## config.mk

```make
export PLATFORM = sky130hd
export DESIGN_NAME = hcq_curve
export DESIGN_NICKNAME = d
export VERILOG_FILES = /design/src/design/hcq_pkg.sv /design/src/design/hcq_curve.sv
export SDC_FILE = /design/constraint.sdc
export NUM_CORES = 1
export LEC_CHECK = 0
export BUFFER_PORTS_ARGS = -buffer_cell sky130_fd_sc_hd__buf_4
export CORE_ASPECT_RATIO = 1.5
export CORE_MARGIN = 1
export CORE_UTILIZATION = 42
export CTS_CLUSTER_SIZE = 25
export DETAILED_ROUTE_END_ITERATION = 8
export GPL_TIMING_DRIVEN = 0
export SKIP_LAST_GASP = 1
export SLEW_MARGIN = 10
export SYNTH_ARGS = -nofsm -noshare
export SYNTH_HDL_FRONTEND = slang
export SYNTH_SLANG_ARGS = --single-unit
```

## constraint.sdc

```tcl
create_clock -name clk_i -period 9 [get_ports clk_i]
set_input_delay 1.8 -clock clk_i [delete_from_list [all_inputs] [get_ports clk_i]]
set_output_delay 1.8 -clock clk_i [all_outputs]
set_load 0.01 [all_outputs]
```

## src/design/hcq_pkg.sv

```systemverilog
// ----------------------------------------------------------------------------
// Hilbert curve key quantizer package
// Shared widths, register indexes, the curve state type and the per-level
// rotate and reflect step of the Hilbert mapping.
// ----------------------------------------------------------------------------
package hcq_pkg;

  localparam int unsigned LEVEL_BITS       = 21;
  localparam int unsigned TAG_BITS         = 16;
  localparam int unsigned KEY_BITS         = 2 * LEVEL_BITS;
  localparam int unsigned COORD_BITS       = 32;
  localparam int unsigned GAIN_BITS        = 32;
  localparam int unsigned PROD_BITS        = COORD_BITS + GAIN_BITS;
  localparam int unsigned LVL_IDX_BITS     = $clog2(LEVEL_BITS + 1);
  localparam int unsigned LEVELS_PER_STAGE = 7;
  localparam int unsigned CURVE_STAGES     =
      (LEVEL_BITS + LEVELS_PER_STAGE - 1) / LEVELS_PER_STAGE;

  localparam logic [LEVEL_BITS-1:0] CELL_MAX = '1;

  localparam int unsigned CFG_IDX_BITS = 2;
  localparam logic [CFG_IDX_BITS-1:0] REG_X_ORIGIN = 2'd0;
  localparam logic [CFG_IDX_BITS-1:0] REG_Y_ORIGIN = 2'd1;
  localparam logic [CFG_IDX_BITS-1:0] REG_X_GAIN   = 2'd2;
  localparam logic [CFG_IDX_BITS-1:0] REG_Y_GAIN   = 2'd3;

  typedef struct packed {
    logic [LEVEL_BITS-1:0] x;
    logic [LEVEL_BITS-1:0] y;
    logic [KEY_BITS-1:0]   key;
  } hcq_curve_t;

  // One level of the curve: append the quadrant code, then rotate and
  // reflect the remaining lower bits when the point lies in a lower quadrant.
  function automatic hcq_curve_t curve_step(hcq_curve_t c, logic [LVL_IDX_BITS-1:0] lv);
    hcq_curve_t r;
    logic       rx;
    logic       ry;
    rx    = c.x[lv];
    ry    = c.y[lv];
    r     = c;
    r.key = {c.key[KEY_BITS-3:0], rx, rx ^ ry};
    if (!ry) begin
      if (rx) begin
        r.x = ~c.y;
        r.y = ~c.x;
      end else begin
        r.x = c.y;
        r.y = c.x;
      end
    end
    return r;
  endfunction

endpackage

```

## src/design/hcq_curve.sv

```systemverilog
// ----------------------------------------------------------------------------
// Hilbert curve key quantizer: curve index pipeline
// Maps a cell to its Hilbert index, a fixed group of levels per stage.
// ----------------------------------------------------------------------------
module hcq_curve import hcq_pkg::*; (
  input  logic                  clk_i,
  input  logic                  rst_ni,
  input  logic                  valid_i,
  input  logic [LEVEL_BITS-1:0] x_cell_i,
  input  logic [LEVEL_BITS-1:0] y_cell_i,
  input  logic [TAG_BITS-1:0]   tag_i,
  output logic                  valid_o,
  output logic [KEY_BITS-1:0]   key_o,
  output logic [TAG_BITS-1:0]   tag_o
);

  hcq_curve_t                          stage_in  [CURVE_STAGES];
  hcq_curve_t                          stage_out [CURVE_STAGES];
  hcq_curve_t                          cur_q     [CURVE_STAGES];
  logic [CURVE_STAGES-1:0][TAG_BITS-1:0] tag_q;
  logic [CURVE_STAGES-1:0]             vld_q;

  assign stage_in[0] = '{x: x_cell_i, y: y_cell_i, key: '0};

  for (genvar s = 1; s < CURVE_STAGES; s++) begin : g_link
    assign stage_in[s] = cur_q[s-1];
  end

  for (genvar s = 0; s < CURVE_STAGES; s++) begin : g_stage
    // Levels run from the most significant cell bit down.
    always_comb begin
      int lv;
      stage_out[s] = stage_in[s];
      for (int j = 0; j < LEVELS_PER_STAGE; j++) begin
        lv = int'(LEVEL_BITS) - 1 - (s * int'(LEVELS_PER_STAGE) + j);
        if (lv >= 0) begin
          stage_out[s] = curve_step(stage_out[s], LVL_IDX_BITS'(lv));
        end
      end
    end

    always_ff @(posedge clk_i or negedge rst_ni) begin
      if (!rst_ni) begin
        vld_q[s] <= 1'b0;
      end else begin
        vld_q[s] <= (s == 0) ? valid_i : vld_q[(s == 0) ? 0 : s-1];
      end
    end

    always_ff @(posedge clk_i) begin
      if ((s == 0) ? valid_i : vld_q[(s == 0) ? 0 : s-1]) begin
        cur_q[s] <= stage_out[s];
        tag_q[s] <= (s == 0) ? tag_i : tag_q[(s == 0) ? 0 : s-1];
      end
    end
  end

  assign valid_o = vld_q[CURVE_STAGES-1];
  assign key_o   = cur_q[CURVE_STAGES-1].key;
  assign tag_o   = tag_q[CURVE_STAGES-1];

endmodule
```

==> qor.csv <==
metric,value,unit
synth_warnings,0,
crit_top_cell,buf_4,
synth_cells,1942,
fin_crit_sh,65.8,%
gp_congestion,0.955,
hold_viol,0,
post_cts_buffers,0,
cp_max_fo,10,
wl_per_cell,19.5,µm
rsz0062_at_grt,false,
min_period,5.92,ns
track_usage,23.9,%
core,42000,µm²
cts_tree,yes,
numClockSinks,177,
drt-met1-wl,18.2,mm
min_path_type,reg2reg,
vias_per_cell,5.80,
worstMarginPinSlew,0.983,ns
wl_met3,1.58,mm
cp_cell_sequence,buf_4 -> buf_6 -> nand2b_4 -> buf_4 -> mux2i_1 -> o31ai_2 -> nor2_1 -> a311oi_1 -> nor2_1 -> buf_4 -> buf_4 -> a21oi_1 -> o31ai_2 -> mux2_2 -> a311oi_1,
grt_pass1_vias,15050,
synth_edf_count,174,
drt_iter0_markers,1080,
setup_viol_count_final,0,
critPathKind,in2reg,
std_cell_rows,92,
die_w,171,µm
cp_slowest_cell,o31ai_2,
wl_met2,29.3,mm
grt_overflow_total,0,
die_area,43500,µm²
syn-num-nets,2003,
max_slew_margin,34.2,%
drc,0,
dr.pass1.iters,5,
root_buffer,clkbuf_16,
startpoint_type,primary input,
vias,15329,
synthDistinctLibCells,108,
maxCapViolCount,0,
diodes,0,
fin_setup_tns,0,ns
dp_hpwl,41.1,mm
top_layer_used,met4,
io_buffers,107,
cts.repair.resized,0,
syn2layout_area_growth,12.0,%
grt_max_degree,60,
slew_viol_final,0,
clkTransAtPathRegs,0.08,ns
crit_path_end_kind,register,
antenna_found_initial,0,
fmax,169,MHz
cp_data_required_time,9.20,ns
status,completed,
ys_seq_area_share,29.6,%
numCtsBuffers,17,
synth_flop_cell,edfxtp_1,
initial_core_util,42.6,%
n_fill_cell,4044,
cpPeakStageDelay,0.64,ns
syn_avg_cell_area,9.22,µm²
layout-drive-gt1-share,19.8,%
io_pins,120,
grt_pass1_wl,81.6,mm
wl,51.6,mm
netlist_area,17900,µm²
fin_nets,2129,
fin_skew,0.00962,ns
ant_nets,0,
cts_max_level,4,
hold_buffers,0,
synth_seq_cells,177,
async_flop_share,1.69,%
die_h,255,µm
clk_latency,0.44,ns
clock_path_buffers,2,
worstPathArrival,6.12,ns
## layout by cell type (no fill, tap or decap), drive strengths merged, types with 9 or more instances in the layout
cell and count:
buf 293, xor2 199, xnor2 193, edfxtp 174
nand2 145, o21ai 120, nor2 98, o211ai 81
a21oi 81, o221ai 71, mux2i 68, clkbuf 68
nand2b 43, nor3 31, inv 31, a22o 30
nand3b 26, or3 26, nand3 24, a221oi 20
a211oi 18, a22oi 17, mux2 16, a311oi 15
o22ai 14, o311ai 13, o31ai 12, a31oi 11
and3 10, and2 9
## cell usage after synthesis (6+ instances only)
library cell,count,area share [%]
xor2_1,197,9.6
xnor2_1,190,9.3
edfxtp_1,174,29
nand2_1,145,3.0
nor2_1,96,2.0
o21ai_0,94,2.6
buf_4,85,3.6
o211ai_1,79,3.3
a21oi_1,76,2.1
buf_2,70,2.0
mux2i_1,67,3.7
o221ai_1,66,3.2
clkbuf_1,51,1.1
nand2b_1,41,1.4
nor3_1,30,0.84
a22o_1,28,1.4
nand3b_1,26,1.1
or3_1,26,0.91
nand3_1,24,0.67
o21ai_1,22,0.61
inv_1,18,0.38
buf_6,16,1.0
a211oi_1,15,0.63
a311oi_1,15,0.73
mux2_2,15,0.94
a221oi_1,14,0.68
buf_1,14,0.29
a22oi_1,12,0.50
o22ai_1,12,0.42
and3_1,10,0.35
a31oi_1,9,0.31
and2_1,9,0.31
o311ai_0,9,0.44
o31ai_1,8,0.34
a21o_1,6,0.25
a221oi_2,6,0.50
o21a_1,6,0.25
o31a_1,6,0.29
## cell families after synthesis
group                  count (synthesis)  synth area share (%)
XOR/XNOR                             392                  19.4
AND/OR/NAND/NOR                      442                  12.1
multiplexers                          84                  4.88
buffers and inverters                260                  8.45
AO/OA/AOI/OAI                        587                  25.5
flip-flops                           177                  29.6
## area by class of cell
type                            instances  area [µm²]  share of cell area, %
Buffer                                237        1430                   7.12
Clock buffer                           17         425                   2.12
Clock inverter                         15         203                   1.01
Inverter                               23        86.3                  0.430
Multi-Input combinational cell       1505       11100                   55.3
Sequential cell                       177        5310                   26.5
Tap cell                              564         706                   3.52
Timing Repair Buffer                  107         803                   4.00
## stage by stage
step / std cells / worst slack, ns / hold WS [ns] / utilization [%] / cell area, µm²
4_1_cts: 2645 / 3.17 / 0.420 / 47.7 / 20100
3_5_place_dp: 2613 / 2.72 / 0.405 / 46.2 / 19400
2_1_floorplan: 1942 / 3.99 / 0.400 / - / 17900
3_3_place_gp: 2613 / 2.76 / 0.400 / 46.2 / 19400
5_1_grt: 2645 / 2.93 / 0.426 / 47.7 / 20100
6_report: 2645 / 3.08 / 0.419 / 47.7 / 20100
## registers in the layout (all words and copies together) (netlist names)
name and count:
vld_q 2, tag_q 32, cur_q 126, valid_o 1, tag_o 16
## routing by layer
| layer | up-vias | GRT usage, % |
|---|---|---|
| li1 | 7424 | - |
| met1 | 7292 | 22.7 |
| met2 | 475 | 48.6 |
| met3 | 138 | 2.41 |
| met4 | 0 | 13.6 |
| met5 | - | 0 |
## final timing paths
kind                              start            end  slack, ns  cells past startpoint
hold reg to reg               tag_q[17]       tag_o[1]       0.42                      0
hold / removal                tag_q[17]       tag_o[1]       0.42                      0
setup reg to reg           cur_q[0][54]  cur_q[0][131]       4.11                     15
min in group asynchronous        rst_ni        valid_o       1.13                      1
max in group asynchronous        rst_ni       vld_q[0]       7.76                      1
setup / recovery           x_cell_i[20]   cur_q[0][47]       3.08                     15
## critical path, delay by kind of cell
kind	cells	cell delay, ns
AO/OA/AOI/OAI	5	2.39
buffers and inverters	5	0.85
multiplexers	2	0.50
AND/OR/NAND/NOR	3	0.57
Power is left out: the tool's default activity adds up to more than one toggle a clock period on the data nets, which glitch-free logic cannot reach.
