==> src/design/hcq_pkg.sv <==
// ----------------------------------------------------------------------------
// Hilbert curve key quantizer package
// Shared widths, register indexes, the curve state type and the per-level
// rotate and reflect step of the Hilbert mapping.
// ----------------------------------------------------------------------------
package hcq_pkg;

  localparam int unsigned LEVEL_BITS       = 21;
  localparam int unsigned TAG_BITS         = 16;
  localparam int unsigned KEY_BITS         = 2 * LEVEL_BITS;
  localparam int unsigned COORD_BITS       = 32;
  localparam int unsigned GAIN_BITS        = 32;
  localparam int unsigned PROD_BITS        = COORD_BITS + GAIN_BITS;
  localparam int unsigned LVL_IDX_BITS     = $clog2(LEVEL_BITS + 1);
  localparam int unsigned LEVELS_PER_STAGE = 7;
  localparam int unsigned CURVE_STAGES     =
      (LEVEL_BITS + LEVELS_PER_STAGE - 1) / LEVELS_PER_STAGE;

  localparam logic [LEVEL_BITS-1:0] CELL_MAX = '1;

  localparam int unsigned CFG_IDX_BITS = 2;
  localparam logic [CFG_IDX_BITS-1:0] REG_X_ORIGIN = 2'd0;
  localparam logic [CFG_IDX_BITS-1:0] REG_Y_ORIGIN = 2'd1;
  localparam logic [CFG_IDX_BITS-1:0] REG_X_GAIN   = 2'd2;
  localparam logic [CFG_IDX_BITS-1:0] REG_Y_GAIN   = 2'd3;

  typedef struct packed {
    logic [LEVEL_BITS-1:0] x;
    logic [LEVEL_BITS-1:0] y;
    logic [KEY_BITS-1:0]   key;
  } hcq_curve_t;

  // One level of the curve: append the quadrant code, then rotate and
  // reflect the remaining lower bits when the point lies in a lower quadrant.
  function automatic hcq_curve_t curve_step(hcq_curve_t c, logic [LVL_IDX_BITS-1:0] lv);
    hcq_curve_t r;
    logic       rx;
    logic       ry;
    rx    = c.x[lv];
    ry    = c.y[lv];
    r     = c;
    r.key = {c.key[KEY_BITS-3:0], rx, rx ^ ry};
    if (!ry) begin
      if (rx) begin
        r.x = ~c.y;
        r.y = ~c.x;
      end else begin
        r.x = c.y;
        r.y = c.x;
      end
    end
    return r;
  endfunction

endpackage

==> src/design/hcq_quant.sv <==
// ----------------------------------------------------------------------------
// Hilbert curve key quantizer: coordinate quantizer
// Three stages for both axes: origin subtract, gain multiply, saturate.
// ----------------------------------------------------------------------------
module hcq_quant import hcq_pkg::*; (
  input  logic                  clk_i,
  input  logic                  rst_ni,
  input  logic                  valid_i,
  input  logic [COORD_BITS-1:0] x_coord_i,
  input  logic [COORD_BITS-1:0] y_coord_i,
  input  logic [TAG_BITS-1:0]   tag_i,
  input  logic [COORD_BITS-1:0] x_origin_i,
  input  logic [COORD_BITS-1:0] y_origin_i,
  input  logic [GAIN_BITS-1:0]  x_gain_i,
  input  logic [GAIN_BITS-1:0]  y_gain_i,
  output logic                  valid_o,
  output logic [LEVEL_BITS-1:0] x_cell_o,
  output logic [LEVEL_BITS-1:0] y_cell_o,
  output logic [TAG_BITS-1:0]   tag_o
);

  logic [1:0][COORD_BITS-1:0] coord;
  logic [1:0][COORD_BITS-1:0] origin;
  logic [1:0][GAIN_BITS-1:0]  gain;
  logic [1:0][COORD_BITS:0]   diff;
  logic [1:0][PROD_BITS-1:0]  prod;

  logic [1:0][COORD_BITS-1:0] mag_d, mag_q;
  logic [1:0][COORD_BITS-1:0] hi_d, hi_q;
  logic [1:0][LEVEL_BITS-1:0] cell_d, cell_q;
  logic [TAG_BITS-1:0]        tag_a_q, tag_b_q, tag_c_q;
  logic [2:0]                 vld_q;

  assign coord  = {y_coord_i, x_coord_i};
  assign origin = {y_origin_i, x_origin_i};
  assign gain   = {y_gain_i, x_gain_i};

  always_comb begin
    for (int a = 0; a < 2; a++) begin
      // The exact difference fits 33 signed bits; a positive one fits 32 unsigned.
      diff[a]   = {coord[a][COORD_BITS-1], coord[a]} - {origin[a][COORD_BITS-1], origin[a]};
      mag_d[a]  = (!diff[a][COORD_BITS] && (|diff[a][COORD_BITS-1:0]))
                  ? diff[a][COORD_BITS-1:0] : '0;
      prod[a]   = PROD_BITS'(mag_q[a]) * PROD_BITS'(gain[a]);
      hi_d[a]   = prod[a][PROD_BITS-1:GAIN_BITS];
      cell_d[a] = (hi_q[a] > COORD_BITS'(CELL_MAX)) ? CELL_MAX : hi_q[a][LEVEL_BITS-1:0];
    end
  end

  always_ff @(posedge clk_i or negedge rst_ni) begin
    if (!rst_ni) begin
      vld_q <= '0;
    end else begin
      vld_q <= {vld_q[1:0], valid_i};
    end
  end

  always_ff @(posedge clk_i) begin
    if (valid_i) begin
      mag_q   <= mag_d;
      tag_a_q <= tag_i;
    end
    if (vld_q[0]) begin
      hi_q    <= hi_d;
      tag_b_q <= tag_a_q;
    end
    if (vld_q[1]) begin
      cell_q  <= cell_d;
      tag_c_q <= tag_b_q;
    end
  end

  assign valid_o  = vld_q[2];
  assign x_cell_o = cell_q[0];
  assign y_cell_o = cell_q[1];
  assign tag_o    = tag_c_q;

endmodule

==> config.mk <==
export PLATFORM = sky130hd
export DESIGN_NAME = hcq_quant
export DESIGN_NICKNAME = d
export VERILOG_FILES = /design/src/design/hcq_pkg.sv /design/src/design/hcq_quant.sv
export SDC_FILE = /design/constraint.sdc
export NUM_CORES = 2
export LEC_CHECK = 0
export BUFFER_PORTS_ARGS = -buffer_cell sky130_fd_sc_hd__buf_2
export CORE_UTILIZATION = 60
export CTS_CLUSTER_DIAMETER = 30
export DETAILED_ROUTE_END_ITERATION = 6
export GPL_ROUTABILITY_DRIVEN = 0
export PLACE_DENSITY = 0.78
export REMOVE_ABC_BUFFERS = 1
export SLEW_MARGIN = 10
export SYNTH_ARGS = -nofsm -noshare
export SYNTH_HDL_FRONTEND = slang
export SYNTH_SLANG_ARGS = --single-unit
==> constraint.sdc <==
create_clock -name clk_i -period 11.7 [get_ports clk_i]
set_clock_uncertainty 0.05 [all_clocks]
set_input_delay 2.34 -clock clk_i [delete_from_list [all_inputs] [get_ports clk_i]]
set_output_delay 2.34 -clock clk_i [all_outputs]
set_load 0.02 [all_outputs]
==> impl_metrics.yaml <==
status:
  status: "finished clean"
clock_network:
  cts_buffers: 46
  numClockSinks: 221
  h-tree-depth: 2
  clock-root-buffer: "clkbuf_16"
  postCtsSetupRepairBufs: 0
  cts.clk_slew.worst_paths_ns: 0.06
  clk_latency_ns: 0.63
  postCtsHoldBufs: 0
  clockBufferDepth: 3
  cts_tree: "yes"
  cts_resized: 0
placed_design:
  placedCellCount: 9334
  pre_cts_ws_ns: 0.6085
  hpwl_mm: 156.8
  port_buffers: 269
final_layout:
  final_common_cell: "inv_1"
  syn_to_final_growth_pct: 5.713
  drive_gt1_share_pct: 6.453
  fin_cells: 9426
  final_cell_mix: "inv_1, fa_1, and2_1"
  fin_nets: 10344
synthesis:
  synthDistinctLibCells: 65
  synthCells: 7743
  postSynth.asyncResetShare_pct: 1.357
  synth_area_per_cell_sq_um: 9.594
  ys_warn_count: 0
  synthesis.area_sq_mm: 0.07429
  ys_seq_area_share_pct: 8.913
  synth-seq-cells: 221
  synth_edf_count: 218
  synth-main-ff-cell: "edfxtp_1"
die:
  die_x_um: 353.9
  placementRows: 128
  start_util_pct: 60.71
  fp.dieH_um: 353.9
  ios: 270
  core_region_area_sq_mm: 0.1224
  die_area_sq_mm: 0.1252
drt:
  vias: 54092
  wl_mm: 205.8
  drt_iter0_drc: 4206
  ant_nets: 0
  first_pass_iters: 5
  drc_errors: 0
  vias_per_cell: 5.739
  wl_per_cell_um: 21.83
sta:
  hold_violations: 0
  tightest_slew_ns: 1.191
  fin_crit_ns: 10.69
  setup_tns_ns: 0
  max-slew-margin-rel_pct: 20.40
  report.final.slew_viol_count: 0
  clock.fmax_mhz: 93.50
  fin_ws_ns: 1.005
  rsz0062_at_grt: "no"
  finalSetupViolations: 0
  finalCritPeriodShare_pct: 91.41
critical_path:
  cp.required_ns: 12.00
  path_class: "in -> reg"
  crit_fanout: 32
  worst_setup_path_end_kind: "register"
  arrival_ns: 10.99
  start_kind: "input port"
global_route:
  grt_first_pass_wirelength_mm: 332.3
  antenna_found_initial: 11
  grt_start_max_net_pins: 82
  overflow: 0
  grtUsageTotal_pct: 34.51
  grt_pass1_vias: 60631
worst_hold_path:
  hp-class: "reg -> reg"
flow_run:
  maxCapViolations: 0
-- cells in the mapped netlist, drive strengths merged (3+ instances only) --
master,count,area share [%]
nor2b,26,0.22
and4,5,0.059
a221oi,8,0.11
nor3,22,0.15
a2111oi,7,0.093
a211oi,13,0.13
a41oi,4,0.057
nor4,6,0.051
and3,16,0.13
o21a,16,0.16
nand4,19,0.16
o22ai,4,0.034
o21bai,14,0.14
a21boi,3,0.030
a31oi,16,0.13
a311oi,4,0.047
inv,1824,9.2
and2,1203,10
o221ai,3,0.035
a21oi,127,0.86
xnor2,71,0.84
o31ai,4,0.040
fa,1792,48
o21ai,59,0.40
nor2,109,0.55
edfxtp,218,8.8
clkbuf,389,2.0
buf,6,0.061
a21o,79,0.80
a41o,3,0.040
dfrtp,3,0.10
xor2,50,0.59
nand2,918,4.6
o211ai,10,0.11
or2,43,0.36
a211o,4,0.047
or3,3,0.025
ha,584,9.8
nand2b,13,0.11
nand3,24,0.16
-- kinds of logic after synthesis --
family | count (synthesis) | share of synthesized area (%)
adders and majority gates | 2376 | 58.13
buffers and inverters | 2219 | 11.24
and+or+nand+nor | 2413 | 16.82
AOI/OAI and AO/OA | 392 | 3.460
muxes | 1 | 0.01347
DFF | 221 | 8.913
xor gates and xnor gates | 121 | 1.427
-- critical path, stage by stage --
cell and delay, ns:
buf_2 0.69, nand2_1 0.18, fa_1 0.56, fa_1 0.54, fa_1 0.53, fa_1 0.52, inv_1 0.06, fa_1 0.55
fa_1 0.43, fa_1 0.50, inv_1 0.05, fa_1 0.47, inv_1 0.06, ha_1 0.33, nand4_1 0.15, nor3_1 0.42
nand3_1 0.17, a21oi_1 0.47, o211ai_2 0.27, a2111oi_0 0.48, nor2_1 0.18, o21ai_1 0.29, a41oi_2 0.21, o21bai_1 0.25
a21oi_1 0.12, xnor2_1 0.13
-- area by class of cell --
| type | count | area [sq um] |
|---|---|---|
| well taps | 1625 | 2033 |
| fillers | 9692 | 43830 |
| repair buffers | 361 | 2039 |
| flip-flops and latches | 221 | 6629 |
| inverters | 1824 | 6847 |
| clock inverters | 39 | 495.5 |
| diodes | 6 | 15.01 |
| clock buffers | 47 | 1155 |
| multi-input cells | 5303 | 59320 |
-- path summary, 6_finish.rpt --
kind	start	to	slack, ns	cells after the start
setup / recovery	x_gain_i[8]	hi_q[30]$_DFFE_PP_	1.01	26
hold / removal	tag_a_q[12]$_DFFE_PP_	tag_b_q[12]$_DFFE_PP_	0.33	0
min in group asynchronous	rst_ni	vld_q[0]$_DFF_PN0_	1.49	1
hold reg to reg	tag_a_q[12]$_DFFE_PP_	tag_b_q[12]$_DFFE_PP_	0.33	0
max in group asynchronous	rst_ni	vld_q[1]$_DFF_PN0_	9.99	1
setup reg to reg	mag_q[19]$_SDFFCE_PN0P_	hi_q[30]$_DFFE_PP_	2.42	26
-- stage by stage --
stage	hold WS [ns]	instance area, sq um	utilization, %
floorplan	0.3503	72780	-
global placement	0.3513	76870	62.82
detailed placement	0.3545	76870	62.82
CTS	0.3212	78520	64.17
global route	0.3230	78520	64.17
finish	0.3281	78530	64.18
-- flip-flops by register name, indices dropped and copies added (netlist names) --
signal	flops
hi_q	64
mag_q	64
tag_a_q	16
tag_b_q	16
tag_o	16
vld_q	3
x_cell_o	21
y_cell_o	21
-- metal layers --
layer	part of all wire [%]	vias up	global-route usage, %
met5	0.011	-	0
met4	5.0	4	14.81
met3	12	715	9.680
met2	46	3157	54.11
met1	37	27601	45.12
li1	-	22615	-
Power is not shown: default switching activity piles up to over one toggle a cycle in this logic, so the estimate is an artifact.
